==> src/rtl/core/nts_pkg.sv <==
// ----------------------------------------------------------------------------
// nts_pkg
// shared widths, types and register codes of the nearest triangle search
// ----------------------------------------------------------------------------
package nts_pkg;

   localparam int COORD_W     = 24;
   localparam int NUM_AXES    = 3;
   localparam int NUM_VERTS   = 3;
   localparam int NUM_PTS     = 2;
   localparam int NUM_CAND    = 4;
   localparam int DIFF_W      = 27;
   localparam int SQ_W        = 52;
   localparam int DIST_W      = 53;
   localparam int IDX_W       = 16;
   localparam int CSR_IDX_W   = 3;
   localparam int REQ_TDATA_W = COORD_W * NUM_AXES * NUM_VERTS;
   localparam int RSP_TDATA_W = 2 * IDX_W;

   // point slots
   localparam int PT_START = 0;
   localparam int PT_GOAL  = 1;

   // axis slots
   localparam int AX_X = 0;
   localparam int AX_Y = 1;
   localparam int AX_Z = 2;

   // candidate slots, in compare order
   localparam int CAND_CENTROID = 0;
   localparam int CAND_VERT_A   = 1;

   typedef enum logic [CSR_IDX_W-1:0] {
      CSR_START_X,
      CSR_START_Y,
      CSR_START_Z,
      CSR_GOAL_X,
      CSR_GOAL_Y,
      CSR_GOAL_Z
   } csr_index_type;

   typedef logic signed [COORD_W-1:0] coord_type;
   typedef logic signed [DIFF_W-1:0]  diff_type;
   typedef logic [SQ_W-1:0]           sq_type;
   typedef logic [DIST_W-1:0]         dist_type;
   typedef logic [IDX_W-1:0]          idx_type;

   typedef struct packed {
      logic valid;
      logic last;
   } ctl_type;

endpackage

==> src/rtl/core/nts_min.sv <==
// ----------------------------------------------------------------------------
// nts_min
// registered two-level minimum over the four candidates of each point
// ----------------------------------------------------------------------------
module nts_min (
   input  logic              clock,
   input  logic              reset,
   input  logic              advance,
   input  nts_pkg::ctl_type  in_ctl,
   input  nts_pkg::dist_type in_dist [nts_pkg::NUM_PTS][nts_pkg::NUM_CAND],
   output nts_pkg::ctl_type  out_ctl,
   output nts_pkg::dist_type out_min [nts_pkg::NUM_PTS]
);

   nts_pkg::ctl_type  ctl5_ff, ctl6_ff;
   nts_pkg::dist_type pair_in [nts_pkg::NUM_PTS][2];
   nts_pkg::dist_type pair_ff [nts_pkg::NUM_PTS][2];
   nts_pkg::dist_type min_in  [nts_pkg::NUM_PTS];
   nts_pkg::dist_type min_ff  [nts_pkg::NUM_PTS];

   always_comb begin
      for (int p = 0; p < nts_pkg::NUM_PTS; p++) begin
         for (int h = 0; h < 2; h++) begin
            pair_in[p][h] = (in_dist[p][2*h+1] < in_dist[p][2*h]) ?
                            in_dist[p][2*h+1] : in_dist[p][2*h];
         end
         min_in[p] = (pair_ff[p][1] < pair_ff[p][0]) ? pair_ff[p][1] : pair_ff[p][0];
      end
   end

   always_ff @(posedge clock) begin
      if (reset) begin
         ctl5_ff <= '0;
         ctl6_ff <= '0;
      end else if (advance) begin
         ctl5_ff <= in_ctl;
         ctl6_ff <= ctl5_ff;
      end
   end

   always_ff @(posedge clock) begin
      if (advance) begin
         pair_ff <= pair_in;
         min_ff  <= min_in;
      end
   end

   assign out_ctl = ctl6_ff;
   assign out_min = min_ff;

endmodule

==> config.mk <==
export PLATFORM = sky130hd
export DESIGN_NAME = nts_min
export DESIGN_NICKNAME = d
export VERILOG_FILES = /design/src/rtl/core/nts_pkg.sv /design/src/rtl/core/nts_min.sv
export SDC_FILE = /design/constraint.sdc
export NUM_CORES = 1
export LEC_CHECK = 0
export BUFFER_PORTS_ARGS = -buffer_cell sky130_fd_sc_hd__buf_2
export CAP_MARGIN = 20
export CORE_MARGIN = 3
export CORE_UTILIZATION = 45
export CTS_CLUSTER_SIZE = 20
export DETAILED_ROUTE_END_ITERATION = 12
export PLACE_DENSITY = 0.72
export RECOVER_POWER = 50
export SYNTH_ARGS = -nofsm -noshare
export SYNTH_HDL_FRONTEND = slang
export SYNTH_SLANG_ARGS = --single-unit
==> constraint.sdc <==
create_clock -name clock -period 3.6 [get_ports clock]
set_clock_uncertainty 0.2 [all_clocks]
set_input_delay 0.72 -clock clock [delete_from_list [all_inputs] [get_ports clock]]
set_output_delay 0.72 -clock clock [all_outputs]
set_load 0.02 [all_outputs]
[Yosys cells after proc, flatten, opt, wreduce, memory -nomap -nowiden]
Index checks and enable logic that the tools add are counted.
Word-level totals
  bits in registers: 322
  latch bits: 0
  RAM bits: 0
  memory bits (read-only): 0
  input port bits: 429
  output and inout port bits: 108
  word-level logic and storage cells: 22
  memories: 0
Operators by class
  $add $sub $neg: 0
  $mul: 0
  div/mod/pow operators: 0
  $lt $le $gt $ge: 6
  equality and inequality tests: 0
  shift-type cells: 0
  multiplexer cells: 6
  bitwise gates (word level): 0
  reduce and logical (&&, ||, !) cells: 0
Operators by type and width (number)
  $lt 53x53->1: 6
  $mux 53: 6

[Depth between registers and ports, before layout]
  word-level depth: 2
  mapped depth: 10
  depth with buffers taken out: 9

[Worst setup path before layout]
Ideal clock, no wire load.
  path kind: input -> register
  from: in in_dist[187] in the netlist's numbering
  to: reg pair_ff[100] in the netlist's numbering (data pin)
  library setup time: 0.260 ns
  arrival time: 2.766 ns
  data required time: 3.140 ns
  path slack: 0.373 ns
  stages on the path: 10
  buffers on the path: 1
  cells stage by stage: inv_1 > ha_1 > a21oi_1 > o21ai_0 > a22oi_1 > o211ai_1 > and3_1 > nor4_4 > buf_6 > mux2_4
RTL lines
  from (decl): RTL line nts_min.sv:10  | input nts_pkg::dist_type in_dist [nts_pkg::NUM_PTS][nts_pkg::NUM_CAND],
  to (signal assigned): RTL line nts_min.sv:43  | pair_ff <= pair_in;
  to (decl): RTL line nts_min.sv:17  | nts_pkg::dist_type pair_ff [nts_pkg::NUM_PTS][2];

==> results.cfg <==
[layout]
register_area_sq_um = 9630
final_util_pct = 56.4
drive_above_1_share_pct = 35.8
fillers = 3986
nets = 3124
multiInputGateArea_sq_um = 10500
areaGrowthSynthToFinish_pct = 23.0

[logic_synthesis]
synth_edf_count = 318
synth-async-reset-ratio_pct = 0
muxShareOfSynthArea_pct = 17.7
yosysWarnings = 0
yosys.area_share.simple_pct = 5.39
ys_seq_elements = 322
syn-num-nets = 2523
synth_seq_area_share_pct = 44.9
synth_xor_area_share_pct = 0
synth_area_leaders = edfxtp_1 44%, ha_1 18%, mux2_2 11%, inv_1 5.5%, mux2_4 3.5%
synth_cells = 1782
synth-compound-area-share_pct = 7.33
synth_top_area_cell = edfxtp_1
netlist_area_sq_um = 21500
synth_top_family_by_area = adder cells
synth_fa_ha_area_share_pct = 18.2
synth_ff_type = edfxtp_1
synth_top_cell_area_share_pct = 44.5
synthDistinctLibCells = 47
avgSynthCellArea_sq_um = 12.0

[setup_path]
r2r_end = out_min[83]$_DFFE_PP_
path_buf_inv = 4
path_delay_family = simple AND/OR/NAND/NOR gates
crit_arrival_ns = 3.65
cp_max_fo = 12
critPathKind = input port to flip-flop
crit_slowest_cell = nor4_1
cp_cell_sequence = buf_2 -> inv_1 -> ha_1 -> nand4_1 -> nor4_1 -> nand3_1 -> a311oi_1 -> nor4_4 -> buf_4 -> buf_12 -> mux2_4
reg2reg_depth = 10
worstSetupStartpointType = input port
slowest_delay_ns = 0.63
critPathLaunch = in_dist[191]
ff2ff_setup_slack_ns = 0.18
crit_required_ns = 3.69
rr_startpoint = pair_ff[114]$_DFFE_PP_
cp-end-kind = flip-flop

[hold_path]
hold_path_class = input port to flip-flop
worstHoldStart = reset
min_delay_path_depth = 2
whs_endpoint = out_ctl[1]$_SDFFE_PP0P_

[drt]
wl_per_cell_microns = 21.3
via_per_inst = 5.43
first_pass_iters = 5
drtIter0Drc = 898
num_vias = 16406
drc = 0
drt-total-wl_microns = 64400
ant_nets = 0

[sta]
rsz0062_at_grt = false
fin_crit_sh_pct = 98.9
finalMaxSlewViolations = 75
tns_ns = 0
hold_viol = 0
whs_ns = 0.168
tightest_slew_ns = 2.12
layout_min_cycle_time_ns = 3.56
layout_setup_ws_ns = 0.0414
slew_headroom_pct = -41.3
setup_viol = 0
clock.fmax_mhz = 281

[clock_network]
hold_buffers = 0
clock_latency_ns = 0.55
postCtsSetupRepairBufs = 0
cts_resized = 0
htree_num_levels = 2
cts_max_path_buffers = 3
clkTransAtPathRegs_ns = 0.06
cts.sinks = 322
cts_buffers = 39
root_buffer = clkbuf_16
cts_tree = built

[flow_run]
drv_cap = 1

[floorplan]
ios = 537
dieArea_sq_um = 50400
chipHeight_microns = 224
initial_utilization_pct = 45.8
fp-row-count = 79
die_w_microns = 224
core_area_sq_um = 46900

[run_status]
outcome = complete, but fails checks
failed_checks = capacitance limit, slew limit

[placed_design]
gp_congestion = 0.966
post-place-ws_ns = -0.483
port_buffers = 536
dp_hpwl_microns = 52700

[global_route]
antenna_found_initial = 16
grt_overflow = 0
grt_pass1_wl_microns = 95600
grt_usage_pct = 24.9
grt_start_max_net_pins = 75
grt_pass1_vias = 17008

[pwr]
p_leak_uw = 0.0125
ir_worst_vdd_v = 0.000256
finalPower_uw = 12100
power.density_nw_per_um2 = 457
[per-layer routing]
layer | GRT usage [%] | vias to the layer above | wire length, microns
li1 | - | 7754 | -
met1 | 29.7 | 7818 | 25200
met2 | 42.2 | 668 | 30400
met5 | 0 | - | 105
met4 | 11.7 | 18 | 3140
met3 | 6.43 | 148 | 5470
[cells in the final DEF (no fill, tap or decap), types with 6 or more instances in the layout]
cell	n
diode_2	6
nand3b_1	6
inv_1	313
o21ai_0	49
a21oi_1	130
nand2_1	68
a211oi_1	15
buf_4	34
nand4_1	59
nor4_1	12
clkbuf_16	40
clkbuf_1	65
nor2_1	23
nor2b_1	6
edfxtp_1	318
o21bai_1	7
buf_2	483
buf_12	9
mux2_1	50
mux2_4	50
clkinv_2	8
nand3_1	24
a21o_1	35
ha_1	312
mux2_2	218
[metrics by stage]
stage / std cells / instance area [sq um]
final: 3023 / 26400
after global routing: 3022 / 26400
after CTS: 3017 / 26500
after detailed placement: 2949 / 25300
after global placement: 2949 / 25300
after floorplan: 1782 / 21500
[sequential cells by signal, indices dropped and copies added, names as in the netlist]
register / flops
pair_ff: 212
out_min: 106
ctl5_ff: 2
out_ctl: 2
[cells by family (layout without fill, tap and decap cells)]
| family | count (synthesis) | count (layout) |
|---|---|---|
| AND/OR/NAND/NOR | 219 | 219 |
| adder cells (fa/ha/maj) | 312 | 312 |
| other | 0 | 6 |
| flip-flops | 322 | 322 |
| multiplexers | 322 | 322 |
| buffers and inverters | 344 | 972 |
| AO/OA/AOI/OAI | 263 | 263 |
[area by class of cell]
| type | instances | area share, % |
|---|---|---|
| multi-input combinational | 1116 | 39.6 |
| antenna | 6 | 0.0569 |
| clock inverter | 21 | 0.829 |
| clock buffer | 47 | 3.97 |
| tap | 607 | 2.88 |
| timing repair buffer | 591 | 11.8 |
| inverter | 313 | 4.45 |
| sequential | 322 | 36.5 |
[report_power, final]
group	total [uW]	switching, uW	internal, uW
combinational	3130	1680	1450
sequential	5010	253	4750
clock	3930	1580	2360
[worst max-delay path by stage]
stage	to	depth (start not counted)
after detailed placement	pair_ff[92]$_DFFE_PP_	11
after CTS	pair_ff[92]$_DFFE_PP_	11
after global placement	pair_ff[95]$_DFFE_PP_	11
after global routing	out_min[83]$_DFFE_PP_	2
final	pair_ff[92]$_DFFE_PP_	11
after floorplan	pair_ff[100]$_DFFE_PP_	10
[Yosys cell counts, types with 2 or more instances]
library cell	count
edfxtp_1	318
inv_1	313
ha_1	312
mux2_2	218
a21oi_1	130
nand2_1	68
nand4_1	59
mux2_1	50
mux2_4	50
o21ai_0	49
a21o_1	35
nand3_1	24
nor2_1	23
buf_2	20
a211oi_1	15
nor4_1	12
buf_6	10
o21bai_1	7
nand3b_1	6
nor2b_1	6
a2111oi_0	5
nand2b_1	5
nor3_1	5
dfxtp_1	4
mux2i_1	4
o21a_1	4
o31ai_1	4
and4b_1	3
nand4b_1	3
a311oi_1	2
o211ai_1	2
Note: power is estimated with default switching activity, not from simulation.
