==> src/rtl/core/nts_pkg.sv <==
// ----------------------------------------------------------------------------
// nts_pkg
// shared widths, types and register codes of the nearest triangle search
// ----------------------------------------------------------------------------
package nts_pkg;

   localparam int COORD_W     = 24;
   localparam int NUM_AXES    = 3;
   localparam int NUM_VERTS   = 3;
   localparam int NUM_PTS     = 2;
   localparam int NUM_CAND    = 4;
   localparam int DIFF_W      = 27;
   localparam int SQ_W        = 52;
   localparam int DIST_W      = 53;
   localparam int IDX_W       = 16;
   localparam int CSR_IDX_W   = 3;
   localparam int REQ_TDATA_W = COORD_W * NUM_AXES * NUM_VERTS;
   localparam int RSP_TDATA_W = 2 * IDX_W;

   // point slots
   localparam int PT_START = 0;
   localparam int PT_GOAL  = 1;

   // axis slots
   localparam int AX_X = 0;
   localparam int AX_Y = 1;
   localparam int AX_Z = 2;

   // candidate slots, in compare order
   localparam int CAND_CENTROID = 0;
   localparam int CAND_VERT_A   = 1;

   typedef enum logic [CSR_IDX_W-1:0] {
      CSR_START_X,
      CSR_START_Y,
      CSR_START_Z,
      CSR_GOAL_X,
      CSR_GOAL_Y,
      CSR_GOAL_Z
   } csr_index_type;

   typedef logic signed [COORD_W-1:0] coord_type;
   typedef logic signed [DIFF_W-1:0]  diff_type;
   typedef logic [SQ_W-1:0]           sq_type;
   typedef logic [DIST_W-1:0]         dist_type;
   typedef logic [IDX_W-1:0]          idx_type;

   typedef struct packed {
      logic valid;
      logic last;
   } ctl_type;

endpackage

==> src/rtl/core/nts_track.sv <==
// ----------------------------------------------------------------------------
// nts_track
// best distance and triangle index per point, triangle count, result register
// ----------------------------------------------------------------------------
module nts_track #(
   parameter int MAX_TRIANGLES = 65536
) (
   input  logic              clock,
   input  logic              reset,
   input  nts_pkg::ctl_type  in_ctl,
   input  nts_pkg::dist_type in_min [nts_pkg::NUM_PTS],
   input  logic              rsp_ready,
   output logic              advance,
   output logic              rsp_valid,
   output nts_pkg::idx_type  rsp_start_idx,
   output nts_pkg::idx_type  rsp_end_idx,
   output logic              rsp_overflow
);

   localparam int CNT_W = $clog2(MAX_TRIANGLES + 1);

   logic [CNT_W-1:0]  cnt_ff, cnt_in;
   logic              have_best_ff, have_best_in;
   logic              overflowed_ff, overflowed_in;
   nts_pkg::dist_type best_dist_ff [nts_pkg::NUM_PTS];
   nts_pkg::dist_type best_dist_in [nts_pkg::NUM_PTS];
   nts_pkg::idx_type  best_tri_ff  [nts_pkg::NUM_PTS];
   nts_pkg::idx_type  best_tri_in  [nts_pkg::NUM_PTS];
   logic              rsp_valid_ff, rsp_valid_in;
   nts_pkg::idx_type  rsp_start_ff, rsp_end_ff;
   logic              rsp_overflow_ff;
   logic              full;
   logic              take;
   logic              rsp_load;

   always_comb begin
      advance       = !(in_ctl.valid && in_ctl.last && rsp_valid_ff && !rsp_ready);
      full          = (cnt_ff == CNT_W'(MAX_TRIANGLES));
      take          = in_ctl.valid && !full;
      rsp_load      = advance && in_ctl.valid && in_ctl.last;
      cnt_in        = cnt_ff;
      have_best_in  = have_best_ff;
      overflowed_in = overflowed_ff || (in_ctl.valid && full);
      best_dist_in  = best_dist_ff;
      best_tri_in   = best_tri_ff;
      if (take) begin
         for (int p = 0; p < nts_pkg::NUM_PTS; p++) begin
            if (!have_best_ff || (in_min[p] < best_dist_ff[p])) begin
               best_dist_in[p] = in_min[p];
               best_tri_in[p]  = nts_pkg::IDX_W'(cnt_ff);
            end
         end
         have_best_in = 1'b1;
         cnt_in       = CNT_W'(cnt_ff + 1'b1);
      end
      rsp_valid_in = rsp_load || (rsp_valid_ff && !rsp_ready);
   end

   always_ff @(posedge clock) begin
      if (reset) begin
         cnt_ff        <= '0;
         have_best_ff  <= 1'b0;
         overflowed_ff <= 1'b0;
         best_tri_ff   <= '{default: '0};
         rsp_valid_ff  <= 1'b0;
      end else begin
         rsp_valid_ff <= rsp_valid_in;
         if (rsp_load) begin
            // end of mesh, back to the empty state
            cnt_ff        <= '0;
            have_best_ff  <= 1'b0;
            overflowed_ff <= 1'b0;
            best_tri_ff   <= '{default: '0};
         end else if (advance && in_ctl.valid) begin
            cnt_ff        <= cnt_in;
            have_best_ff  <= have_best_in;
            overflowed_ff <= overflowed_in;
            best_tri_ff   <= best_tri_in;
         end
      end
   end

   always_ff @(posedge clock) begin
      if (advance && in_ctl.valid) begin
         best_dist_ff <= best_dist_in;
      end
      if (rsp_load) begin
         rsp_start_ff    <= best_tri_in[nts_pkg::PT_START];
         rsp_end_ff      <= best_tri_in[nts_pkg::PT_GOAL];
         rsp_overflow_ff <= overflowed_in;
      end
   end

   assign rsp_valid     = rsp_valid_ff;
   assign rsp_start_idx = rsp_start_ff;
   assign rsp_end_idx   = rsp_end_ff;
   assign rsp_overflow  = rsp_overflow_ff;

endmodule

==> config.mk <==
export PLATFORM = sky130hd
export DESIGN_NAME = nts_track
export DESIGN_NICKNAME = d
export VERILOG_FILES = /design/src/rtl/core/nts_pkg.sv /design/src/rtl/core/nts_track.sv
export SDC_FILE = /design/constraint.sdc
export NUM_CORES = 1
export LEC_CHECK = 0
export BUFFER_PORTS_ARGS = -buffer_cell sky130_fd_sc_hd__buf_2
export CORE_ASPECT_RATIO = 1.4
export CORE_MARGIN = 3
export CORE_UTILIZATION = 31
export DETAILED_ROUTE_END_ITERATION = 6
export GPL_TIMING_DRIVEN = 1
export HOLD_SLACK_MARGIN = 0.08
export SLEW_MARGIN = 20
export SYNTH_ARGS = -nofsm -noshare
export SYNTH_HDL_FRONTEND = slang
export SYNTH_SLANG_ARGS = --single-unit
==> constraint.sdc <==
create_clock -name clock -period 9.1 [get_ports clock]
set_input_delay 0.91 -clock clock [delete_from_list [all_inputs] [get_ports clock]]
set_output_delay 0.91 -clock clock [all_outputs]
set_load 0.05 [all_outputs]
* Word level (Yosys, flattened, before mapping) *
Cells that the tools add are included.

storage, ports and cells
  output and inout port bits = 35
  word-level logic and storage cells = 38
  bits of input ports = 111
  register bits = 191

cells by class
  reduce and logical (&&, ||, !) cells = 20
  equality and inequality tests = 1
  magnitude comparators = 2
  add/subtract/negate cells = 1
  multiplexer cells = 3

operators with widths
  operator                                                          count
  53-bit less-than comparator                                       2
  16-bit 2-to-1 mux                                                 2
  32-bit 2-to-1 mux                                                 1
  17-bit by 1-bit adder with 17-bit output (second input constant)  1
  17-bit == test (second input constant)                            1
  1-bit logical AND                                                 8
  3-bit AND reduction                                               2
  1-bit logical NOT                                                 4
  1-bit logical OR                                                  4
  2-bit AND reduction                                               1
  2-bit OR reduction                                                1

* Depth between registers and ports, before layout *
  depth in word-level cells = 7
  depth in mapped cells = 12

* Worst setup path after synthesis *
No wires, ideal clock.

  path kind = in2reg
  from = input in_min[59] (netlist bit)
  to = register best_dist_ff[100] (netlist bit), enable pin
  required time = 8.684 ns
  stages = 7
  setup time = 0.416 ns
  buffers on the path = 0
  arrival time = 3.612 ns
  path slack = 5.072 ns
  cells stage by stage = ha_1 a21o_1 a221o_1 a221oi_1 a211oi_2 o31ai_1 and2_1

between the ends
  word-level cells in the longest chain between the ends = 3

RTL lines
  item                                  RTL line         source
  from (decl)                           nts_track.sv:11  input nts_pkg::dist_type in_min [nts_pkg::NUM_PTS],
  53-bit less-than comparator           nts_track.sv:48  if (!have_best_ff || (in_min[p] < best_dist_ff[p])) begin
  1-bit logical OR                      nts_track.sv:48
  3-bit AND reduction (no source line)  n/a
  to (signal assigned)                  nts_track.sv:85  best_dist_ff <= best_dist_in;
  to (decl)                             nts_track.sv:25  nts_pkg::dist_type best_dist_ff [nts_pkg::NUM_PTS];

Every way passes these cells.
A chain may end at the register's enable or synchronous reset.

* Final worst setup path *
  from = input in_min[85] (netlist bit)
  to = register best_tri_ff[21] (netlist bit)

between the ends
  word-level cells in the longest chain between the ends = 4

RTL lines
  item                         RTL line         source
  53-bit less-than comparator  nts_track.sv:48
  1-bit logical OR             nts_track.sv:48
  16-bit 2-to-1 mux            nts_track.sv:48
  32-bit 2-to-1 mux            nts_track.sv:46  if (take) begin
  to (signal assigned)         nts_track.sv:78  best_tri_ff <= best_tri_in;
  to (decl)                    nts_track.sv:27  nts_pkg::idx_type best_tri_ff [nts_pkg::NUM_PTS];

Every way passes these cells.

==> results.yml <==
status:
  status: "finished clean"
timing:
  hold_viol: 0
  post-route-min-period_ns: 3.96
  clock_skew_ns: 0.0142
  finalSetupViolCount: 0
  slew_violations: 0
  whs_ns: 0.479
  max_freq_mhz: 252
  post-route-period-util_pct: 43.6
  worst_pin_slew_ns: 0.922
  tns_ns: 0
  relSlewSlack_pct: 38.5
  rsz0062_at_grt: "no"
grt:
  grt_max_degree: 54
  grt_pass1_wl_um: 31500
  grt_pass1_vias: 6009
  grt-ovfl-total: 0
  antenna_found_initial: 3
  grtUsageTotal_pct: 12.9
logic_synthesis:
  synth.cell_area_um2: 9180
  ys_warn_count: 0
  synth_area_per_cell_um2: 12.4
  synth_ff_type: "edfxtp_1"
  synth_cells: 743
  synth_edf_count: 139
  synth_fp_nets: 960
  synth-seq-cells: 191
  synthArstFlopShare_pct: 0
  ys_seq_area_share_pct: 56.8
  yosysUniqueCellTypes: 53
route:
  dr.first_iter.drc_count: 313
  drc: 0
  vias: 6027
  post_drt_wl_per_cell_um: 15.8
  dr.pass1.iters: 7
  drtAntennaViolNets: 0
  drt_wl_total_um: 20300
  vias_per_cell: 4.71
power:
  vdd_drop_max_uv: 130
  pwr-share-comb_pct: 11.5
  p_int_mw: 1.44
  pwr_density_cell_nw_per_um2: 179
  sw_frac_of_total_pct: 26.2
  p_clk_share_pct: 37.7
  switching_power_mw: 0.511
  pwr-share-seq_pct: 50.8
  p_leak_nw: 4.76
setup_path:
  reg2reg_slack_ns: 5.37
  required_ns: 9.49
  worstSetupEndpointType: "flip-flop"
  reg2reg_depth: 9
  path_cells: "buf_2 -> ha_1 -> a21oi_1 -> o21ai_0 -> a2111oi_0 -> o2111ai_1 -> o31ai_4 -> and3_1 -> a22o_1"
  cp_slowest_cell: "a2111oi_0"
  rr_endpoint: "best_tri_ff[21]"
  crit_fanout: 18
  path_class: "in -> reg"
  crit_arrival_ns: 4.35
  start_kind: "primary input"
  r2r-start: "best_dist_ff[85]"
  cpPeakStageDelay_ns: 0.78
final_layout:
  drive_gt1_share_pct: 24.3
  final_cell_mix: "buf_2, edfxtp_1, inv_1, ha_1, dfxtp_1"
  finalNonFillerCells: 1279
  fill_cells: 2820
  fin_nets: 1106
  areaGrowthSynthToFinish_pct: 18.6
  final_common_cell: "buf_2"
worst_hold_path:
  hold_depth: 1
  min_to: "best_tri_ff[23]"
  worstHoldStart: "best_tri_ff[23]"
  hp-class: "reg -> reg"
clock_network:
  cts_tree: "yes"
  cts.sinks: 191
  postCtsResizedCells: 0
  cts_buffers: 17
  hold_buffers: 0
  cts_buffer_depth: 2
  root_buffer: "clkbuf_16"
  post-cts-setup-buffer-count: 0
  insertion_delay_ns: 0.45
  clk_pin_slew_worst_paths_ns: 0.07
  cts.htree.levels: 4
floorplan:
  die-area_um2: 31700
  core_um2: 28800
  initial_core_util_pct: 31.9
  die_h_um: 210
  die_w_um: 151
  ioPinCount: 146
  fp-row-count: 73
placement:
  place_congestion: 0.756
  io_buffers: 145
  hpwl_um: 15300
  dpl.cell_count: 1245
flow_run:
  maxCapViolCount: 0
routing by layer:
| layer | vias up | share of wire [%] | track usage (%) |
|---|---|---|---|
| met4 | 2 | 1.6 | 4.85 |
| met3 | 19 | 5.7 | 3.30 |
| met2 | 128 | 51 | 22.6 |
| li1 | 3024 | - | - |
| met1 | 2854 | 41 | 15.1 |
| met5 | - | 0.064 | 0 |
cell families (layout without fill, tap and decap cells):
family / count (synthesis) / count (layout) / synth area share (%)
and+or+nand+nor: 139 / 139 / 7.66
other: 0 / 2 / 0
buffers and inverters: 133 / 292 / 5.64
adders and majority gates: 106 / 106 / 14.5
xor gates and xnor gates: 12 / 12 / 1.15
muxes: 33 / 33 / 4.04
AOI/OAI and AO/OA: 129 / 129 / 10.2
DFF: 191 / 191 / 56.8
power groups by stage:
stage	registers (mW)	clock network, mW	logic, mW
4_1_cts	0.992	0.761	0.229
6_report	0.992	0.735	0.224
2_1_floorplan	1.03	0	0.125
5_1_grt	0.996	0.792	0.257
3_5_place_dp	1.01	0	0.228
3_3_place_gp	1.01	0	0.223
cell usage after synthesis, types with 4 or more instances:
cell,instances,area share [%]
nor4_1,4,0.27
and3_1,5,0.34
nor2b_1,4,0.27
nand2_1,33,1.3
inv_1,111,4.5
edfxtp_1,139,45
nand3_1,14,0.76
a21oi_1,39,2.1
o21ai_0,16,0.87
a22o_1,16,1.5
dfxtp_1,52,11
nor2_1,32,1.3
or3_1,5,0.34
a211oi_1,4,0.33
ha_1,106,14
nand4_1,22,1.5
mux2_2,32,3.9
clkbuf_1,13,0.53
nor3_1,5,0.27
a221o_1,5,0.55
xor2_1,9,0.86
a21o_1,9,0.74
and4_1,5,0.48
buf_2,6,0.33
a32o_1,16,1.7
worst max-delay path: cells and delay by family:
family / cells / cell delay (ns)
buffers and inverters: 1 / 0.11
AND/OR/NAND/NOR: 1 / 0.67
adder cells (fa/ha/maj): 1 / 0.30
AO/OA/AOI/OAI: 6 / 2.33
metrics by stage:
stage / worst slack (ns) / utilization, % / area, µm² / total power, mW
after floorplan: 5.07 / - / 9180 / 1.16
after global placement: 4.76 / 35.8 / 10300 / 1.23
after detailed placement: 4.66 / 35.8 / 10300 / 1.24
after CTS: 5.13 / 37.8 / 10900 / 1.98
after global routing: 4.82 / 37.8 / 10900 / 2.05
final: 5.14 / 37.8 / 10900 / 1.95
flip-flops by register name, indices dropped and copies added (netlist names), 16 cells and up:
| signal | count |
|---|---|
| best_tri_ff | 32 |
| rsp_start_idx | 16 |
| rsp_end_idx | 16 |
| best_dist_ff | 106 |
| cnt_ff | 17 |
worst max-delay path by stage:
stage          startpoint                end
3_3_place_gp   in_min[85]    best_tri_ff[20]
3_5_place_dp   in_min[85]    best_tri_ff[22]
4_1_cts        in_min[85]    best_tri_ff[17]
6_report       in_min[85]    best_tri_ff[21]
5_1_grt        in_min[85]    best_tri_ff[17]
2_1_floorplan  in_min[59]  best_dist_ff[100]
cell type report:
class	count	area (µm²)	share of cell area [%]
sequential	191	5220	47.9
multi-input combinational	419	3450	31.7
timing repair buffer	149	756	6.94
tap	375	469	4.31
clock buffer	20	458	4.21
inverter	111	417	3.83
clock inverter	12	111	1.02
antenna	2	5.00	0.0460
Power figures use the tool's default switching activity.
